[config.mk]
export PLATFORM = sky130hd
export DESIGN_NAME = coordinate_noise_hash_unit
export DESIGN_NICKNAME = d
export VERILOG_FILES = /design/src/sv/cnh_pkg.sv /design/src/sv/cnh_front.sv /design/src/sv/cnh_queue.sv /design/src/sv/cnh_back.sv /design/src/sv/coordinate_noise_hash_unit.sv
export SDC_FILE = /design/constraint.sdc
export NUM_CORES = 2
export LEC_CHECK = 0
export ABC_AREA = 1
export ABC_CLOCK_PERIOD_IN_PS = 6700
export BUFFER_PORTS_ARGS = -buffer_cell sky130_fd_sc_hd__buf_2
export CAP_MARGIN = 20
export CORE_AREA = 2 2 379 381
export CTS_BUF_LIST = sky130_fd_sc_hd__clkbuf_4 sky130_fd_sc_hd__clkbuf_8
export DETAILED_ROUTE_END_ITERATION = 6
export DIE_AREA = 0 0 381 383
export PLACE_DENSITY = 0.62
export SLEW_MARGIN = 10
export SYNTH_ARGS = -nofsm -noshare
export SYNTH_HDL_FRONTEND = slang
export SYNTH_SLANG_ARGS = --single-unit
[constraint.sdc]
create_clock -name clk_i -period 6.7 [get_ports clk_i]
set_clock_uncertainty 0.15 [all_clocks]
set_input_delay 1.005 -clock clk_i [delete_from_list [all_inputs] [get_ports clk_i]]
set_output_delay 1.005 -clock clk_i [all_outputs]
set_load 0.005 [all_outputs]
[src/sv/cnh_pkg.sv]
`default_nettype none
// ----------------------------------------------------------------------------
// Coordinate noise hash package
// Constants, request and status types and the output encoder shared by the hash unit.
// ----------------------------------------------------------------------------
package cnh_pkg;

  localparam logic [31:0] MIX_K1 = 32'h68E3_1DA4;
  localparam logic [31:0] MIX_K2 = 32'hB529_7A4D;
  localparam logic [31:0] MIX_K3 = 32'h1B56_C4E9;
  localparam logic [31:0] FOLD_Y = 32'd198491317;
  localparam logic [31:0] FOLD_Z = 32'd6542989;

  localparam logic CMD_COORD = 1'b0;
  localparam logic CMD_SEQ   = 1'b1;

  localparam logic [1:0] DIMS_TWO   = 2'd2;
  localparam logic [1:0] DIMS_THREE = 2'd3;

  localparam logic [1:0] FMT_RAW = 2'd0;
  localparam logic [1:0] FMT_F32 = 2'd1;
  localparam logic [1:0] FMT_F64 = 2'd2;
  localparam logic [1:0] FMT_ALT = 2'd3;

  localparam logic [7:0]  F32_EXP_BIAS = 8'd104;
  localparam logic [10:0] F64_EXP_BIAS = 11'd991;
  localparam logic [31:0] SIGN_FLIP    = 32'h8000_0000;

  typedef struct packed {
    logic [31:0] index;
    logic [31:0] seed;
    logic [1:0]  fmt;
  } cnh_req_t;

  typedef struct packed {
    logic        busy;
    logic [31:0] seq_index;
  } cnh_fstat_t;

  function automatic logic [63:0] cnh_encode(input logic [31:0] h, input logic [1:0] fmt);
    logic [22:0] m;
    logic [31:0] n;
    logic [4:0]  pm;
    logic [4:0]  pn;
    logic [23:0] t32;
    logic [52:0] t64;
    logic [7:0]  e32;
    logic [10:0] e64;
    logic [63:0] r;
    m  = h[31:9];
    n  = h ^ SIGN_FLIP;
    pm = '0;
    pn = '0;
    for (int i = 0; i < 23; i++) begin
      if (m[i]) pm = 5'(i);
    end
    for (int i = 0; i < 32; i++) begin
      if (n[i]) pn = 5'(i);
    end
    t32 = {1'b0, m} << (5'd23 - pm);
    t64 = {21'b0, n} << (6'd52 - {1'b0, pn});
    e32 = {3'b0, pm} + F32_EXP_BIAS;
    e64 = {6'b0, pn} + F64_EXP_BIAS;
    unique case (fmt)
      FMT_F32: begin
        r = (m == '0) ? 64'd0 : {32'd0, 1'b0, e32, t32[22:0]};
      end
      FMT_F64: begin
        r = (n == '0) ? 64'd0 : {1'b0, e64, t64[51:0]};
      end
      FMT_RAW, FMT_ALT: begin
        r = {32'd0, h};
      end
      default: begin
        r = {32'd0, h};
      end
    endcase
    return r;
  endfunction

endpackage
`default_nettype wire

[src/sv/cnh_front.sv]
`default_nettype none
// ----------------------------------------------------------------------------
// Coordinate noise hash front end
// Accepts requests, folds the coordinates or takes the sequence counter, and
// hands a mixing request to the queue.
// ----------------------------------------------------------------------------
module cnh_front (
  input  wire logic               clk_i,
  input  wire logic               rst_ni,
  input  wire logic               sequence_seed_we_i,
  input  wire logic [31:0]        sequence_seed_i,
  input  wire logic               in_valid_i,
  output logic                    in_ready_o,
  input  wire logic               command_i,
  input  wire logic [1:0]         dims_i,
  input  wire logic [1:0]         out_format_i,
  input  wire logic signed [31:0] coord_x_i,
  input  wire logic signed [31:0] coord_y_i,
  input  wire logic signed [31:0] coord_z_i,
  input  wire logic [31:0]        seed_i,
  output logic                    push_valid_o,
  input  wire logic               push_ready_i,
  output cnh_pkg::cnh_req_t       push_req_o,
  output cnh_pkg::cnh_fstat_t     stat_o
);
  import cnh_pkg::*;

  logic        cfg_seed_we;
  logic [31:0] seq_seed_q;
  logic [31:0] seq_index_q, seq_index_d;
  logic        valid_q, valid_d;
  logic [31:0] x_q, x_d;
  logic [31:0] yp_q, yp_d;
  logic [31:0] zp_q, zp_d;
  logic [31:0] seed_q, seed_d;
  logic [1:0]  fmt_q, fmt_d;
  logic        in_fire;
  logic        push_fire;
  logic [31:0] y_u;
  logic [31:0] z_u;

  assign cfg_seed_we = sequence_seed_we_i;
  assign in_ready_o  = !valid_q || push_ready_i;
  assign in_fire     = in_valid_i && in_ready_o;
  assign push_fire   = valid_q && push_ready_i;
  assign y_u         = $unsigned(coord_y_i);
  assign z_u         = $unsigned(coord_z_i);

  always_comb begin
    seq_index_d = seq_index_q;
    x_d         = $unsigned(coord_x_i);
    yp_d        = (dims_i == DIMS_TWO || dims_i == DIMS_THREE) ? y_u * FOLD_Y : 32'd0;
    zp_d        = (dims_i == DIMS_THREE) ? z_u * FOLD_Z : 32'd0;
    seed_d      = seed_i;
    fmt_d       = out_format_i;
    if (command_i == CMD_SEQ) begin
      x_d    = seq_index_q;
      yp_d   = 32'd0;
      zp_d   = 32'd0;
      seed_d = seq_seed_q;
      if (in_fire) seq_index_d = seq_index_q + 32'd1;
    end
    if (in_fire) begin
      valid_d = 1'b1;
    end else if (push_fire) begin
      valid_d = 1'b0;
    end else begin
      valid_d = valid_q;
    end
  end

  always_ff @(posedge clk_i or negedge rst_ni) begin
    if (!rst_ni) begin
      valid_q     <= 1'b0;
      seq_index_q <= '0;
      seq_seed_q  <= '0;
    end else begin
      valid_q     <= valid_d;
      seq_index_q <= seq_index_d;
      if (cfg_seed_we) seq_seed_q <= sequence_seed_i;
    end
  end

  always_ff @(posedge clk_i) begin
    if (in_fire) begin
      x_q    <= x_d;
      yp_q   <= yp_d;
      zp_q   <= zp_d;
      seed_q <= seed_d;
      fmt_q  <= fmt_d;
    end
  end

  assign push_valid_o     = valid_q;
  assign push_req_o.index = x_q + yp_q + zp_q;
  assign push_req_o.seed  = seed_q;
  assign push_req_o.fmt   = fmt_q;
  assign stat_o.busy      = valid_q;
  assign stat_o.seq_index = seq_index_q;

endmodule
`default_nettype wire

[src/sv/cnh_queue.sv]
`default_nettype none
// ----------------------------------------------------------------------------
// Coordinate noise hash request queue
// Two-entry queue that decouples the front end from the mixing pipeline.
// ----------------------------------------------------------------------------
module cnh_queue (
  input  wire logic         clk_i,
  input  wire logic         rst_ni,
  input  wire logic         push_valid_i,
  output logic              push_ready_o,
  input  cnh_pkg::cnh_req_t push_req_i,
  output logic              pop_valid_o,
  input  wire logic         pop_ready_i,
  output cnh_pkg::cnh_req_t pop_req_o
);
  import cnh_pkg::*;

  cnh_req_t    mem_q [2];
  logic        wr_ptr_q, wr_ptr_d;
  logic        rd_ptr_q, rd_ptr_d;
  logic [1:0]  count_q, count_d;
  logic        push;
  logic        pop;

  assign push_ready_o = (count_q != 2'd2);
  assign pop_valid_o  = (count_q != 2'd0);
  assign push         = push_valid_i && push_ready_o;
  assign pop          = pop_valid_o && pop_ready_i;
  assign pop_req_o    = mem_q[rd_ptr_q];

  always_comb begin
    wr_ptr_d = push ? !wr_ptr_q : wr_ptr_q;
    rd_ptr_d = pop ? !rd_ptr_q : rd_ptr_q;
    count_d  = count_q + {1'b0, push} - {1'b0, pop};
  end

  always_ff @(posedge clk_i or negedge rst_ni) begin
    if (!rst_ni) begin
      wr_ptr_q <= 1'b0;
      rd_ptr_q <= 1'b0;
      count_q  <= 2'd0;
    end else begin
      wr_ptr_q <= wr_ptr_d;
      rd_ptr_q <= rd_ptr_d;
      count_q  <= count_d;
    end
  end

  always_ff @(posedge clk_i) begin
    if (push) mem_q[wr_ptr_q] <= push_req_i;
  end

endmodule
`default_nettype wire

[src/sv/cnh_back.sv]
`default_nettype none
// ----------------------------------------------------------------------------
// Coordinate noise hash back end
// Four-stage pipeline that mixes the index with the seed and encodes the
// result into the requested format.
// ----------------------------------------------------------------------------
module cnh_back (
  input  wire logic         clk_i,
  input  wire logic         rst_ni,
  input  wire logic         pop_valid_i,
  output logic              pop_ready_o,
  input  cnh_pkg::cnh_req_t pop_req_i,
  output logic              out_valid_o,
  input  wire logic         out_ready_i,
  output logic [31:0]       raw_hash_o,
  output logic [63:0]       value_o
);
  import cnh_pkg::*;

  logic        v1_q, v2_q, v3_q, v4_q;
  logic        adv1, adv2, adv3, adv4;
  logic [31:0] p1_q, s1_q;
  logic [1:0]  f1_q, f2_q, f3_q;
  logic [31:0] b2_d, b2_q;
  logic [31:0] b3_q;
  logic [31:0] h_d;
  logic [31:0] raw_q;
  logic [63:0] value_q;
  logic [31:0] t_a, t_b, t_c;

  assign adv4        = !v4_q || out_ready_i;
  assign adv3        = !v3_q || adv4;
  assign adv2        = !v2_q || adv3;
  assign adv1        = !v1_q || adv2;
  assign pop_ready_o = adv1;

  always_comb begin
    t_a  = p1_q + s1_q;
    t_b  = (t_a ^ (t_a >> 8)) + MIX_K2;
    t_c  = t_b ^ (t_b << 8);
    b2_d = t_c;
    h_d  = b3_q ^ (b3_q >> 8);
  end

  always_ff @(posedge clk_i or negedge rst_ni) begin
    if (!rst_ni) begin
      v1_q <= 1'b0;
      v2_q <= 1'b0;
      v3_q <= 1'b0;
      v4_q <= 1'b0;
    end else begin
      if (adv1) v1_q <= pop_valid_i;
      if (adv2) v2_q <= v1_q;
      if (adv3) v3_q <= v2_q;
      if (adv4) v4_q <= v3_q;
    end
  end

  always_ff @(posedge clk_i) begin
    if (adv1) begin
      p1_q <= pop_req_i.index * MIX_K1;
      s1_q <= pop_req_i.seed;
      f1_q <= pop_req_i.fmt;
    end
    if (adv2) begin
      b2_q <= b2_d;
      f2_q <= f1_q;
    end
    if (adv3) begin
      b3_q <= b2_q * MIX_K3;
      f3_q <= f2_q;
    end
    if (adv4) begin
      raw_q   <= h_d;
      value_q <= cnh_encode(h_d, f3_q);
    end
  end

  assign out_valid_o = v4_q;
  assign raw_hash_o  = raw_q;
  assign value_o     = value_q;

endmodule
`default_nettype wire

[src/sv/coordinate_noise_hash_unit.sv]
`default_nettype none
// ----------------------------------------------------------------------------
// Coordinate noise hash unit
// Hashes one to three signed coordinates, or the next value of an internal
// sequence counter, into a 32-bit noise value with optional IEEE encoding.
//
// A request is taken on in_valid_i and in_ready_o both high; a result leaves
// on out_valid_o and out_ready_i both high, one result per request, in order.
// The front end folds the coordinates (two constant multiplies) into a
// register, a two-entry queue follows, and the back end mixes and encodes in
// four stages, the last of which is the output register.
// One request is taken every cycle while the receiver keeps up; each constant
// multiplier is combinational and completes within its own register stage.
// When the receiver stalls, the back end holds, the queue fills and the
// front end then drops in_ready_o; nothing is lost.
// Reset clears the sequence counter and the sequence seed to zero and empties
// every stage. The user must write the seed through sequence_seed_we_i only
// while idle; the block itself does not enforce this.
// ----------------------------------------------------------------------------
module coordinate_noise_hash_unit (
  input  wire logic               clk_i,
  input  wire logic               rst_ni,
  input  wire logic               sequence_seed_we_i,
  input  wire logic [31:0]        sequence_seed_i,
  input  wire logic               in_valid_i,
  output logic                    in_ready_o,
  input  wire logic               command_i,
  input  wire logic [1:0]         dims_i,
  input  wire logic [1:0]         out_format_i,
  input  wire logic signed [31:0] coord_x_i,
  input  wire logic signed [31:0] coord_y_i,
  input  wire logic signed [31:0] coord_z_i,
  input  wire logic [31:0]        seed_i,
  output logic                    out_valid_o,
  input  wire logic               out_ready_i,
  output logic [31:0]             raw_hash_o,
  output logic [63:0]             value_o
);
  import cnh_pkg::*;

  logic       push_valid;
  logic       push_ready;
  cnh_req_t   push_req;
  logic       pop_valid;
  logic       pop_ready;
  cnh_req_t   pop_req;
  cnh_fstat_t fstat;

  cnh_front u_front (
    .clk_i              (clk_i),
    .rst_ni             (rst_ni),
    .sequence_seed_we_i (sequence_seed_we_i),
    .sequence_seed_i    (sequence_seed_i),
    .in_valid_i         (in_valid_i),
    .in_ready_o         (in_ready_o),
    .command_i          (command_i),
    .dims_i             (dims_i),
    .out_format_i       (out_format_i),
    .coord_x_i          (coord_x_i),
    .coord_y_i          (coord_y_i),
    .coord_z_i          (coord_z_i),
    .seed_i             (seed_i),
    .push_valid_o       (push_valid),
    .push_ready_i       (push_ready),
    .push_req_o         (push_req),
    .stat_o             (fstat)
  );

  cnh_queue u_queue (
    .clk_i        (clk_i),
    .rst_ni       (rst_ni),
    .push_valid_i (push_valid),
    .push_ready_o (push_ready),
    .push_req_i   (push_req),
    .pop_valid_o  (pop_valid),
    .pop_ready_i  (pop_ready),
    .pop_req_o    (pop_req)
  );

  cnh_back u_back (
    .clk_i       (clk_i),
    .rst_ni      (rst_ni),
    .pop_valid_i (pop_valid),
    .pop_ready_o (pop_ready),
    .pop_req_i   (pop_req),
    .out_valid_o (out_valid_o),
    .out_ready_i (out_ready_i),
    .raw_hash_o  (raw_hash_o),
    .value_o     (value_o)
  );

  // A sequence request advances the counter by exactly one.
  a_seq_advance : assert property (@(posedge clk_i) disable iff (!rst_ni)
    (in_valid_i && in_ready_o && command_i == CMD_SEQ)
      |=> (fstat.seq_index == $past(fstat.seq_index) + 32'd1))
    else $error("sequence counter did not advance");

  // Coordinate requests leave the counter alone.
  a_seq_hold : assert property (@(posedge clk_i) disable iff (!rst_ni)
    !(in_valid_i && in_ready_o && command_i == CMD_SEQ)
      |=> $stable(fstat.seq_index))
    else $error("sequence counter changed without a sequence request");

  // The front end only refuses requests while it holds one the queue cannot take.
  a_front_stall : assert property (@(posedge clk_i) disable iff (!rst_ni)
    !in_ready_o |-> (fstat.busy && !push_ready))
    else $error("front end stalled without cause");

  // An accepted request always reaches the front end register.
  a_front_load : assert property (@(posedge clk_i) disable iff (!rst_ni)
    (in_valid_i && in_ready_o) |=> fstat.busy)
    else $error("accepted request not held by the front end");

endmodule
`default_nettype wire

# Word-level counts from Yosys, hierarchy flattened
# Memories as Yosys holds them, arrays and structs flattened.
# Cells that the tools add are included.
# totals
ff_bits	431
ram_bits	132
out_inout_bits	98
elab_cells	143
mem_count	1
# classes
n_addsub	11
mul	4
eq_ne	6
n_shift	2
muxes	64
bitwise_logic	6
n_reduce_logical	25
# memory_table
memory	depth	width	read_ports	rd_ports_with_merged_regs	write_ports	line_no	rtl
u_queue.mem_q	2	66	1	0	1	cnh_queue.sv:18	cnh_req_t mem_q [2];
# ops
cell	n
$pmux W64 S3	1
$mux W5	25
$add A32 B32 Y32	3
$mux W32	2
$mux W4	16
$xor A32 B24 Y32	2
$mux W63	1
$shl A32 B6 Y52	1
$add A32 B1 Y32 const B	1
$add A32 B32 Y32 const B	1
$logic_not A32 Y1	1
$mul A32 B23 Y32 const B	1
$mul A32 B28 Y32 const B	1
$mul A32 B29 Y30 const B	1
$mul A32 B29 Y32 const B	1
$xor A32 B32 Y32	1
$mux W31	1
$mux W3	8
$logic_not A23 Y1	1
$shl A23 B5 Y23	1
$add A5 B10 Y11 const B	1
$add A5 B7 Y8 const B	1
$eq A2 B2 Y1 const B	4
$mux W2	4
15 further kinds	38

# Logic depth before layout (Yosys ltp)
# logic_depth
ltp_word	37
depth_mapped	33
depth_no_buf	31

# By module
# From an unflattened synthesis, not the netlist that was laid out.
# unflattened
cells_unflattened	6913
area_unflattened_um2	63407.1
# by_module_without_submodules
mod	n_inst	cells_each	area_per_inst_um2	seq_area_each_um2
cnh_back	1	3386	29988.8	6796.5
cnh_front	1	3151	28413.5	5530.3
cnh_queue	1	376	5004.8	4063.9

# Least setup slack after synthesis
# No wires, ideal clock.
# synth_path
path_kind	flip-flop to flip-flop
from	register u_queue.rd_ptr_q
to	register u_back.p1_q[30], data pin
arrival_ns	6.678
required_ns	6.290
path_slack_ns	-0.388
path_stages_with_launch	28
n_path_buf	3
synth_period_minus_slack_ns	7.088
cell_sequence	dfrtp_1 > clkbuf_1 > clkbuf_1 > buf_1 > nand2_1 > nand2_1 > fa_1 > fa_1 > fa_1 > ha_1 > ha_1 > inv_1 > fa_1 > fa_1 > inv_1 > fa_1 > ha_1 > a21oi_1 > nor2_1 > a211oi_1 > a21boi_0 > o21bai_1 > a31oi_1 > o21ai_0 > a21oi_1 > nor2_1 > nor2_1 > xor2_1
# synth_via
elab_chain_len	2
# synth_lines
item	line_no	rtl
from (decl)	cnh_queue.sv:20	logic rd_ptr_q, rd_ptr_d;
from (signal assigned)	cnh_queue.sv:44	rd_ptr_q <= rd_ptr_d;
$mem_v2 Z2 W66	n/a	
$mul A32 B29 Y30	cnh_back.sv:61	p1_q <= pop_req_i.index * MIX_K1;
to (signal assigned)	cnh_back.sv:61	
to (decl)	cnh_back.sv:22	logic [31:0] p1_q, s1_q;
# No other way between the ends.
# A chain may end at the register's enable or synchronous reset.

# Worst setup path after layout
# Ends and elaborated chain as after synthesis.

==> reports/results.tsv <==
stage	metric	value	unit
run_status	status	completed	
drt	via_per_inst	4.95	
die	fp.dieW	381	µm
die	initial_utilization	0.416	
drt	avgRoutedWirePerCell	18.0	µm
yosys	dominantRegCellSynth	edfxtp_1	
global_route	grt_start_max_net_pins	86	
cells_and_area	nets	8453	
cells_and_area	fin_util	0.479	
timing	final-max-slew-violation-count	0	
place	port_buffers	259	
drt	drt-total-wl	158000	µm
die	die_area	0.146	mm²
setup_path	cp-startpoint	u_queue.rd_ptr_q	
yosys	async_flop_share	0.130	
timing	holdWs	0.0277	ns
clocking	root_buffer	clkbuf_8	
global_route	grt_use_total	0.221	
yosys	synthSimpleGateAreaFrac	0.122	
global_route	globalRouteOverflowTotal	0	
timing	setup_viol	0	
global_route	grt_pass1_vias	45576	
timing	worstMarginPinSlew	1.03	ns
clocking	cts_tree	yes	
timing	rsz0062_at_grt	yes	
yosys	synth_area_per_cell	9.55	µm²
timing	fmax	153	MHz
yosys	synthMuxAreaShare	0.000507	
clocking	cts_made_buffers	94	
die	rows	139	
setup_path	worstRegToRegCells	26	
setup_path	ff2ff_setup_slack	0.16	ns
timing	min_period	6.54	ns
setup_path	cp.arrival	6.88	ns
place	globalplace.congestion	0.942	
hold_path	min_path_type	in2async	
yosys	ys_warn_count	0	
yosys	synth_top_family_by_area	adder cells	
yosys	ys_ff_latch	546	
setup_path	critPathKind	reg2reg	
yosys	ys_seq_area_frac	0.271	
job	drv_cap	0	
die	pin_count	268	
clocking	clock_sinks	546	
setup_path	cp-endpoint	u_back.p1_q[30]	
drt	first_iter_violations	2769	
global_route	grt_first_pass_wirelength	251000	µm
yosys	syn-cell-area	0.0592	mm²
setup_path	r2r_start	u_queue.rd_ptr_q	
setup_path	cp-end-kind	flip-flop	
clocking	clk_latency	0.79	ns
drt	drtAntennaViolNets	0	
clocking	cts-hold-fix-buffers	0	
place	place_hpwl	133000	µm
clocking	clk_path_buf_depth	3	
drt	wl_met3	6680	µm
drt	drc	0	
timing	period_share	0.976	
cells_and_area	drive_gt1_frac	0.150	
yosys	synth_cell_types	64	
yosys	netlist_instances	6199	
drt	dr_total_vias	43493	
global_route	antenna_found_initial	2	
yosys	synthAdderAreaFrac	0.399	
timing	finalHoldViolCount	0	
die	dieHeight	383	µm
drt	wirelength_met1	67700	µm
yosys	synth_compound_gate_area_share	0.0612	
setup_path	worstPathMaxFanout	6	
setup_path	r2r-end	u_back.p1_q[30]	
drt	first_pass_iters	5	
drt	wl_met2	79000	µm
yosys	synth_xor_xnor_area_share	0.0501	
cells_and_area	syn_to_final_growth	15.0	%
drt	dr.max_layer_used	met4	
setup_path	crit_required	7.04	ns
clocking	htreeDepth	3	
yosys	synth_edf_count	475	
die	core-area	0.142	mm²
setup_path	cp-start-kind	flip-flop	
clocking	clkTransAtPathRegs	0.06	ns
timing	slew_headroom	0.311	
Yosys cell counts, types with 3 or more instances:
library cell / n / area (µm²)
o21a_1: 15 / 113
nand3_2: 7 / 70.1
a21oi_1: 242 / 1210
nand3b_1: 4 / 30.0
buf_4: 9 / 67.6
o21ai_2: 3 / 26.3
nand2_2: 22 / 138
xor2_2: 15 / 244
nor3_1: 18 / 90.1
clkbuf_1: 65 / 244
a31oi_1: 21 / 131
xnor2_2: 5 / 81.3
a21o_1: 7 / 52.6
dfrtp_1: 71 / 1780
edfxtp_1: 475 / 14300
nor2_2: 11 / 68.8
xor2_1: 155 / 1360
inv_2: 22 / 82.6
o21ai_1: 32 / 160
or2_2: 15 / 93.8
a21oi_2: 11 / 96.3
o21bai_1: 10 / 75.1
clkinv_1: 5 / 18.8
buf_2: 22 / 110
o211ai_1: 8 / 60.1
a21boi_0: 11 / 82.6
buf_1: 9 / 33.8
nor4_1: 9 / 56.3
o31ai_1: 5 / 37.5
inv_1: 1362 / 5110
nand2_1: 1020 / 3830
o221a_2: 3 / 33.8
nand4_1: 36 / 225
nand3_1: 336 / 1680
mux2i_1: 3 / 30.0
o21ai_0: 254 / 1270
xnor2_1: 140 / 1230
a211oi_1: 6 / 45.0
nor2_1: 223 / 837
o32ai_1: 7 / 61.3
fa_1: 688 / 13800
ha_1: 787 / 9850
metrics by stage:
step	TNS [ns]	instance area, µm²	setup WS [ns]	std cells
after floorplan	0	59200	0.0285	6200
after global placement	-0.974	65000	-0.215	8586
after detailed placement	-1.65	65000	-0.225	8586
after CTS	-0.0174	67400	-0.0174	8765
after global routing	-0.174	68100	-0.0569	8791
final	0	68100	0.162	8791
per-layer routing:
layer | vias up | GRT usage
li1 | 20960 | -
met5 | - | 0
met2 | 1069 | 0.390
met1 | 21197 | 0.287
met3 | 267 | 0.0226
met4 | 0 | 0.0681
cell usage in the layout, fill, tap and decap left out, types with 9 or more instances in the layout:
cell type	instances
xor2_1	154
buf_6	9
a31oi_1	18
clkinv_2	18
o21ai_0	243
inv_1	1343
nand2_1	995
xor2_2	16
edfxtp_1	475
xnor2_1	140
clkinv_1	22
inv_2	38
ha_1	759
clkbuf_8	100
a21oi_2	25
o21ai_1	32
bufinv_16	9
nor4_1	9
or2_2	14
nand3_1	335
nor2_1	220
nand2_4	14
fa_2	18
buf_2	258
nand4_1	36
o21ai_2	12
nor3_1	17
nand2_2	33
o21bai_1	9
a21oi_1	228
ha_4	22
dfrtp_1	70
buf_4	341
nor2_2	12
clkbuf_4	19
fa_1	670
o21a_1	15
state kept, by name, indices dropped and copies added, names as in the netlist, 30 cells and up:
signal               cells
u_back.b3_q             32
u_front.zp_q            30
u_front.seed_q          32
u_front.x_q             30
u_front.yp_q            30
u_front.seq_seed_q      32
u_back.p1_q             30
u_back.b2_q             32
u_back.s1_q             32
u_back.raw_hash_o       32
u_queue.mem_q          128
u_back.value_o          59
u_front.seq_index_q     30
how the worst min path moves through the flow:
stage,startpoint,slack (ns),cells past startpoint,endpoint
after CTS,out_format_i[1],0.19,1,u_front.fmt_q[1]
after global routing,rst_ni,0.009,1,u_front.seq_index_q[0]
after detailed placement,u_back.f1_q[1],0.27,0,u_back.f2_q[1]
final,rst_ni,0.03,1,u_front.seq_index_q[0]
after floorplan,u_back.f1_q[0],0.25,0,u_back.f2_q[0]
after global placement,u_back.f1_q[1],0.26,0,u_back.f2_q[1]
repair_timing:
action	in CTS	in global routing
pin swaps	35	72
cloned	0	1
setup endpoints to repair	8	14
setup buffers	9	18
resized for setup	63	106
layout make-up:
type	instances	area, µm²
multi-input combinational	4157	38200
sequential	546	16000
fill	13342	74200
timing repair buffer	620	4200
antenna	5	12.5
clock buffer	119	1520
clock inverter	52	564
tap	1903	2380
inverter	1389	5220
worst max-delay path, stage by stage, from the launching register on:
cell and delay, ns:
dfrtp_2 0.43, buf_6 0.13, buf_8 0.13, buf_12 0.14
nand2_4 0.06, nand2_4 0.06, buf_4 0.14, fa_1 0.39
fa_1 0.55, ha_4 0.22, fa_1 0.53, inv_1 0.05
fa_1 0.49, inv_2 0.04, fa_1 0.52, fa_1 0.44
fa_1 0.57, ha_4 0.23, a21oi_2 0.15, o21ai_2 0.07
o21bai_4 0.18, a31oi_4 0.17, o21ai_2 0.08, a21oi_2 0.12
nor2_1 0.05, nor2_1 0.11, xor2_1 0.08
kinds of logic after synthesis:
kind of cell,count (synthesis)
simple gates,1710
buf+inv,1497
fa+ha+maj,1475
compound gates,650
flops,546
xor+xnor,317
mux,3
other cells,1
Power is not shown: default switching activity piles up to over one toggle a cycle in this logic, so the estimate is an artifact.
